<file path="config.mk">
export PLATFORM = sky130hd
export DESIGN_NAME = vt100_key_escape_decoder
export DESIGN_NICKNAME = d
export VERILOG_FILES = /design/src/design/vtk_pkg.sv /design/src/design/vtk_parser.sv /design/src/design/vtk_evq.sv /design/src/design/vt100_key_escape_decoder.sv
export SDC_FILE = /design/constraint.sdc
export NUM_CORES = 1
export LEC_CHECK = 0
export ABC_AREA = 1
export BUFFER_PORTS_ARGS = -buffer_cell sky130_fd_sc_hd__buf_2
export CAP_MARGIN = 10
export CORE_ASPECT_RATIO = 0.75
export CORE_MARGIN = 2
export CORE_UTILIZATION = 45
export DETAILED_ROUTE_END_ITERATION = 7
export GPL_ROUTABILITY_DRIVEN = 0
export PLACE_DENSITY_LB_ADDON = 0.2
export RECOVER_POWER = 25
export SLEW_MARGIN = 20
export SYNTH_ARGS = -nofsm -noshare
export SYNTH_HDL_FRONTEND = slang
export SYNTH_SLANG_ARGS = --single-unit
</file>
<file path="constraint.sdc">
create_clock -name clk_i -period 2 [get_ports clk_i]
set_input_delay 0.1 -clock clk_i [delete_from_list [all_inputs] [get_ports clk_i]]
set_output_delay 0.1 -clock clk_i [all_outputs]
set_load 0.05 [all_outputs]
</file>
<file path="src/design/vtk_pkg.sv">
// ----------------------------------------------------------------------------
// vtk_pkg
// Shared types and constants of the terminal key escape decoder.
// ----------------------------------------------------------------------------
package vtk_pkg;

  localparam int unsigned PARAM_BUF_LEN = 16;
  localparam int unsigned PARAM_CNT_W   = 6;

  localparam int unsigned EVQ_DEPTH = 2;
  localparam int unsigned EVQ_PTR_W = (EVQ_DEPTH > 1) ? $clog2(EVQ_DEPTH) : 1;
  localparam int unsigned EVQ_CNT_W = $clog2(EVQ_DEPTH + 1);

  // received byte codes
  localparam logic [7:0] B_BS    = 8'h08;
  localparam logic [7:0] B_CR    = 8'h0d;
  localparam logic [7:0] B_ESC   = 8'h1b;
  localparam logic [7:0] B_DEL   = 8'h7f;
  localparam logic [7:0] B_LBRK  = 8'h5b;
  localparam logic [7:0] B_TILDE = 8'h7e;
  localparam logic [7:0] B_PLO   = 8'h30;
  localparam logic [7:0] B_PHI   = 8'h3f;
  localparam logic [7:0] B_ILO   = 8'h20;
  localparam logic [7:0] B_IHI   = 8'h2f;

  // special key codes
  localparam logic [7:0] K_BACK   = 8'd0;
  localparam logic [7:0] K_RETURN = 8'd1;
  localparam logic [7:0] K_DELETE = 8'd2;
  localparam logic [7:0] K_ESCAPE = 8'd3;
  localparam logic [7:0] K_UP     = 8'd4;
  localparam logic [7:0] K_DOWN   = 8'd5;
  localparam logic [7:0] K_RIGHT  = 8'd6;
  localparam logic [7:0] K_LEFT   = 8'd7;
  localparam logic [7:0] K_HOME   = 8'd8;
  localparam logic [7:0] K_END    = 8'd9;
  localparam logic [7:0] K_PGUP   = 8'd10;
  localparam logic [7:0] K_PGDN   = 8'd11;

  typedef struct packed {
    logic       is_special;
    logic [7:0] key_value;
  } key_evt_t;

endpackage

</file>
<file path="src/design/vtk_parser.sv">
// ----------------------------------------------------------------------------
// vtk_parser
// Front end: tracks the escape sequence state and classifies each byte.
// ----------------------------------------------------------------------------
module vtk_parser (
  input  logic              clk_i,
  input  logic              rst_ni,
  input  logic              fire_i,
  input  logic [7:0]        rx_byte_i,
  output logic              evt_valid_o,
  output vtk_pkg::key_evt_t evt_o
);
  import vtk_pkg::*;

  typedef enum logic [2:0] {
    ST_GROUND = 3'd0,
    ST_ESC    = 3'd1,
    ST_SKIP   = 3'd2,
    ST_PARAM  = 3'd3,
    ST_INTER  = 3'd4
  } state_e;

  state_e                 state_q, state_d;
  logic [PARAM_CNT_W-1:0] count_q, count_d;
  logic [7:0]             first_q, first_d;

  logic       is_param, is_inter;
  logic       csi_valid;
  logic [7:0] csi_key;

  assign is_param = (rx_byte_i inside {[B_PLO:B_PHI]});
  assign is_inter = (rx_byte_i inside {[B_ILO:B_IHI]});

  // decode of a csi final byte
  always_comb begin
    csi_valid = 1'b0;
    csi_key   = K_UP;
    case (rx_byte_i)
      8'h41: begin csi_valid = 1'b1; csi_key = K_UP;    end
      8'h42: begin csi_valid = 1'b1; csi_key = K_DOWN;  end
      8'h43: begin csi_valid = 1'b1; csi_key = K_RIGHT; end
      8'h44: begin csi_valid = 1'b1; csi_key = K_LEFT;  end
      B_TILDE: begin
        if (count_q == PARAM_CNT_W'(1)) begin
          case (first_q)
            8'h31: begin csi_valid = 1'b1; csi_key = K_HOME; end
            8'h34: begin csi_valid = 1'b1; csi_key = K_END;  end
            8'h35: begin csi_valid = 1'b1; csi_key = K_PGUP; end
            8'h36: begin csi_valid = 1'b1; csi_key = K_PGDN; end
            default: csi_valid = 1'b0;
          endcase
        end
      end
      default: csi_valid = 1'b0;
    endcase
  end

  always_comb begin
    state_d         = state_q;
    count_d         = count_q;
    first_d         = first_q;
    evt_valid_o     = 1'b0;
    evt_o.is_special = 1'b1;
    evt_o.key_value  = rx_byte_i;
    case (state_q)
      ST_GROUND: begin
        evt_valid_o = 1'b1;
        case (rx_byte_i)
          B_BS:  evt_o.key_value = K_BACK;
          B_CR:  evt_o.key_value = K_RETURN;
          B_DEL: evt_o.key_value = K_DELETE;
          B_ESC: begin
            evt_valid_o = 1'b0;
            state_d     = ST_ESC;
          end
          default: evt_o.is_special = 1'b0;
        endcase
      end
      ST_ESC: begin
        if (rx_byte_i == B_ESC) begin
          evt_valid_o     = 1'b1;
          evt_o.key_value = K_ESCAPE;
          state_d         = ST_GROUND;
        end else if (rx_byte_i == B_LBRK) begin
          count_d = '0;
          state_d = ST_PARAM;
        end else if (rx_byte_i inside {8'h4e, 8'h4f, 8'h50, 8'h5c, 8'h5d, 8'h58,
                                       8'h5e, 8'h5f}) begin
          // these introducers swallow exactly one byte
          state_d = ST_SKIP;
        end else begin
          state_d = ST_GROUND;
        end
      end
      ST_PARAM: begin
        if (is_param) begin
          if (count_q < PARAM_CNT_W'(PARAM_BUF_LEN - 1)) begin
            if (count_q == '0) first_d = rx_byte_i;
            count_d = count_q + PARAM_CNT_W'(1);
          end
        end else if (is_inter) begin
          state_d = ST_INTER;
        end else begin
          evt_valid_o     = csi_valid;
          evt_o.key_value = csi_key;
          state_d         = ST_GROUND;
        end
      end
      ST_INTER: begin
        if (!is_inter) begin
          evt_valid_o     = csi_valid;
          evt_o.key_value = csi_key;
          state_d         = ST_GROUND;
        end
      end
      default: state_d = ST_GROUND;
    endcase
  end

  always_ff @(posedge clk_i or negedge rst_ni) begin
    if (!rst_ni) begin
      state_q <= ST_GROUND;
      count_q <= '0;
      first_q <= '0;
    end else if (fire_i) begin
      state_q <= state_d;
      count_q <= count_d;
      first_q <= first_d;
    end
  end

endmodule

</file>
<file path="src/design/vtk_evq.sv">
// ----------------------------------------------------------------------------
// vtk_evq
// Back end: short event queue that holds key events until taken.
// ----------------------------------------------------------------------------
module vtk_evq (
  input  logic              clk_i,
  input  logic              rst_ni,
  input  logic              push_i,
  input  vtk_pkg::key_evt_t data_i,
  output logic              full_o,
  output logic              valid_o,
  input  logic              pop_i,
  output vtk_pkg::key_evt_t data_o
);
  import vtk_pkg::*;

  key_evt_t               mem_q [EVQ_DEPTH];
  logic [EVQ_PTR_W-1:0]   wptr_q, wptr_d, rptr_q, rptr_d;
  logic [EVQ_CNT_W-1:0]   cnt_q, cnt_d;
  logic                   do_pop;

  assign valid_o = (cnt_q != '0);
  assign full_o  = (cnt_q == EVQ_CNT_W'(EVQ_DEPTH));
  assign do_pop  = pop_i && valid_o;
  assign data_o  = mem_q[rptr_q];

  always_comb begin
    wptr_d = wptr_q;
    rptr_d = rptr_q;
    cnt_d  = cnt_q;
    if (push_i) begin
      wptr_d = (wptr_q == EVQ_PTR_W'(EVQ_DEPTH - 1)) ? '0 : wptr_q + EVQ_PTR_W'(1);
    end
    if (do_pop) begin
      rptr_d = (rptr_q == EVQ_PTR_W'(EVQ_DEPTH - 1)) ? '0 : rptr_q + EVQ_PTR_W'(1);
    end
    if (push_i && !do_pop) cnt_d = cnt_q + EVQ_CNT_W'(1);
    else if (!push_i && do_pop) cnt_d = cnt_q - EVQ_CNT_W'(1);
  end

  always_ff @(posedge clk_i or negedge rst_ni) begin
    if (!rst_ni) begin
      wptr_q <= '0;
      rptr_q <= '0;
      cnt_q  <= '0;
    end else begin
      wptr_q <= wptr_d;
      rptr_q <= rptr_d;
      cnt_q  <= cnt_d;
    end
  end

  always_ff @(posedge clk_i) begin
    if (push_i) mem_q[wptr_q] <= data_i;
  end

endmodule

</file>
<file path="src/design/vt100_key_escape_decoder.sv">
// ----------------------------------------------------------------------------
// vt100_key_escape_decoder
// Turns received terminal bytes into key events.
// ----------------------------------------------------------------------------
// Input channel: one terminal byte per request on rx_byte_i (valid/ready).
// Output channel: at most one key event per byte, is_special_o plus
// key_value_o (valid/ready). Bytes that only move the sequence state
// (escape, csi parameters, skipped bytes) give no event.
// Output: an event is written into the event queue when its byte is taken
// and is presented from the queue head. Throughput: one byte per cycle
// while in_ready_o is high; the event queue lets a pop and a push share a cycle.
// The parser and the two-entry event queue are decoupled: while the
// receiver stalls the queue fills, and once it is full in_ready_o drops
// unless an event leaves in the same cycle.
// Reset: parser returns to the ground state with an empty parameter
// count, and the queue empties; no events are pending after reset.
// ----------------------------------------------------------------------------
module vt100_key_escape_decoder (
  input  logic       clk_i,
  input  logic       rst_ni,
  input  logic       in_valid_i,
  output logic       in_ready_o,
  input  logic [7:0] rx_byte_i,
  output logic       out_valid_o,
  input  logic       out_ready_i,
  output logic       is_special_o,
  output logic [7:0] key_value_o
);
  import vtk_pkg::*;

  logic     fire, evt_valid, q_full;
  key_evt_t evt, q_data;

  assign in_ready_o = !q_full || out_ready_i;
  assign fire       = in_valid_i && in_ready_o;

  vtk_parser u_parser (
    .clk_i       (clk_i),
    .rst_ni      (rst_ni),
    .fire_i      (fire),
    .rx_byte_i   (rx_byte_i),
    .evt_valid_o (evt_valid),
    .evt_o       (evt)
  );

  vtk_evq u_evq (
    .clk_i   (clk_i),
    .rst_ni  (rst_ni),
    .push_i  (fire && evt_valid),
    .data_i  (evt),
    .full_o  (q_full),
    .valid_o (out_valid_o),
    .pop_i   (out_ready_i),
    .data_o  (q_data)
  );

  assign is_special_o = q_data.is_special;
  assign key_value_o  = q_data.key_value;

endmodule

</file>
==> flow_summary.yaml <==
worst_setup_path:
  crit_path_end_kind: "flop"
  path_class: "flop to flop"
  startpoint: "u_parser.count_q[3]"
  reg2reg_from: "u_parser.count_q[3]"
  required_ns: 2.18
  critPathMaxFanout: 3
  start_kind: "flop"
  arrival_ns: 2.12
sta:
  max_freq_mhz: 516.2
  min_period_over_period: 0.9687
  period_needed_ns: 1.937
  rsz0062_at_grt: "true"
  worst_pin_slew_ns: 1.158
  hold_viol_final: 0
  slew_violations: 0
  skew_ns: 0.005788
  slew_headroom: 0.2281
  setup_violations: 0
  whs_ns: 0.1584
  finalSetupTns_ns: 0
layout:
  nNetsFinal: 362
  final_common_cell: "nand2_1"
  mostFrequentLayoutCells: "94 x nand2_1, 38 x inv_1, 29 x nor2_1, 21 x buf_2, 21 x dfrtp_1"
  final_cells: 407
  final_cell_area_sq_um: 2806
  diodes: 0
  fillerInstances: 480
  drive_gt1_frac: 0.2565
  area_growth_pct: 20.72
grt:
  antenna_found_initial: 0
  grt_pass1_vias: 1802
  grt_max_degree: 22
  gr-total-overflow: 0
  grt_pass1_wl_microns: 8238
  grtUsageTotal: 0.1906
synth:
  yosys_warnings: 0
  ys_seq_elements: 39
  syn_inst: 298
  syn_area_per_cell_sq_um: 7.801
  synth_cell_types: 35
  synth_nets: 314
  syn-cell-area_sq_um: 2325
  synth_flop_cell: "dfrtp_1"
  ys_seq_area_frac: 0.4586
  async_flop_share: 0.5385
  synth_enable_flop_cells: 18
floorplanning:
  num_rows: 22
  io_pins: 23
  die_h_microns: 66.25
  die_w_microns: 87.00
  initial_core_util: 0.4718
  core_area_sq_um: 4927
  die_area_sq_um: 5763
pwr:
  total_leakage_power_nw: 1.374
  power_w: 0.003217
  ir_worst_vdd_mv: 0.4685
  cellPowerDensity_nw_per_um2: 1146
place:
  numPortBuffers: 22
  dp.cells: 395
  place.detailed.hpwl_microns: 3882
  placed_area_sq_um: 2639
clocking:
  clkTransAtPathRegs_ns: 0.08
  cts_num_sinks: 39
  root_buffer: "clkbuf_8"
  cts_inserted_buffers: 5
  h-tree-depth: 2
  clk_latency_ns: 0.29
  cts_buffer_depth: 2
  cts_tree: "done"
route:
  dr.pass1.iters: 4
  drc: 0
  route.detailed.wl_per_inst_microns: 12.28
  drt-total-wl_microns: 4997
  drtIter0Drc: 92
  via_per_inst: 4.880
  ant_nets: 0
  via_count: 1986
min_path:
  hp-start: "out_ready_i"
  hp-class: "input port to flop"
job:
  max_cap_violations: 0
status:
  status: "complete, no violations"
## per-stage QoR
step	utilization	setup WS, ns
after floorplan	-	0.05129
after global placement	0.5356	0.08324
after detailed placement	0.5356	0.03040
after CTS	0.5604	0.01041
after global routing	0.5696	-0.04595
final	0.5696	0.06261
## power by group
part	switching, W	internal, W
clock	0.000291	0.000372
sequential	0.0000445	0.00102
combinational	0.00105	0.000442
total	0.00139	0.00183
## cell type report
type,count,area (sq um),area share
Clock buffer,5,68.82,0.02452
Clock inverter,3,43.79,0.01560
Inverter,47,176.4,0.06286
Multi-Input combinational cell,211,1102,0.3928
Sequential cell,39,1066,0.3798
Tap cell,60,75.07,0.02675
Timing Repair Buffer,42,274.0,0.09764
## Yosys cell counts, types with 2 or more instances
master / instances / area share
nand2_1: 95 / 0.15
inv_1: 39 / 0.063
nor2_1: 31 / 0.050
dfrtp_1: 21 / 0.23
edfxtp_1: 18 / 0.23
nand3_1: 17 / 0.037
o21ai_0: 10 / 0.022
nand2_2: 8 / 0.022
o21ai_1: 8 / 0.017
inv_2: 6 / 0.0097
nor2_4: 5 / 0.024
a21oi_1: 4 / 0.0086
ha_1: 4 / 0.022
nand4_1: 4 / 0.011
nor2_2: 3 / 0.0081
or2_2: 3 / 0.0081
xor2_1: 3 / 0.011
clkinv_1: 2 / 0.0032
## path summary, 6_finish.rpt
kind	endpoint	slack [ns]	cells after the start
min in group asynchronous	u_parser.count_q[0]	0.55	2
max in group asynchronous	u_parser.first_q[3]	0.76	2
worst min-delay path	u_evq.rptr_q	0.16	3
worst max-delay path	u_evq.cnt_q[1]	0.06	15
worst min register to register	u_parser.first_q[5]	0.47	1
worst max register to register	u_evq.cnt_q[1]	0.06	15
## layer usage
metal,GRT usage,vias up,part of all wire
li1,-,1034,-
met2,0.2844,59,0.41
met1,0.2780,889,0.52
met3,0.03745,4,0.066
met4,0.05859,0,0.010
met5,0,-,0
## critical path, stage by stage, from the launching register on
cell and delay, ns:
dfrtp_1 0.41, inv_1 0.08, nand2_1 0.06, nor2_2 0.14
nand2_2 0.09, nor2_4 0.13, nand2_2 0.07, nand2_1 0.07
nand2_1 0.07, nand2_2 0.08, nand2_2 0.06, inv_2 0.07
ha_4 0.20, a21oi_2 0.10, o21ai_1 0.08, xor2_1 0.14
## logic make-up after synthesis
family,after synthesis,share of synthesized area
and+or+nand+nor,176,0.3606
buffers and inverters,48,0.07750
DFF,39,0.4586
AOI/OAI and AO/OA,27,0.06674
xor gates and xnor gates,4,0.01507
adders and majority gates,4,0.02153
## sequential cells by signal, indices dropped and copies added (netlist names)
signal and cells:
u_evq.wptr_q 1, u_parser.first_q 8, u_parser.count_q 6, u_parser.state_q 3
u_evq.cnt_q 2, u_evq.mem_q 18, u_evq.rptr_q 1
## timing repair
item,4_1_cts,5_1_grt
hold buffers,1,0
setup endpoints to repair,0,1
endpoints found under the hold margin,21,0
buffers inserted,0,3
resized for setup,0,7
No activity file was read; power rests on OpenSTA's default activity.
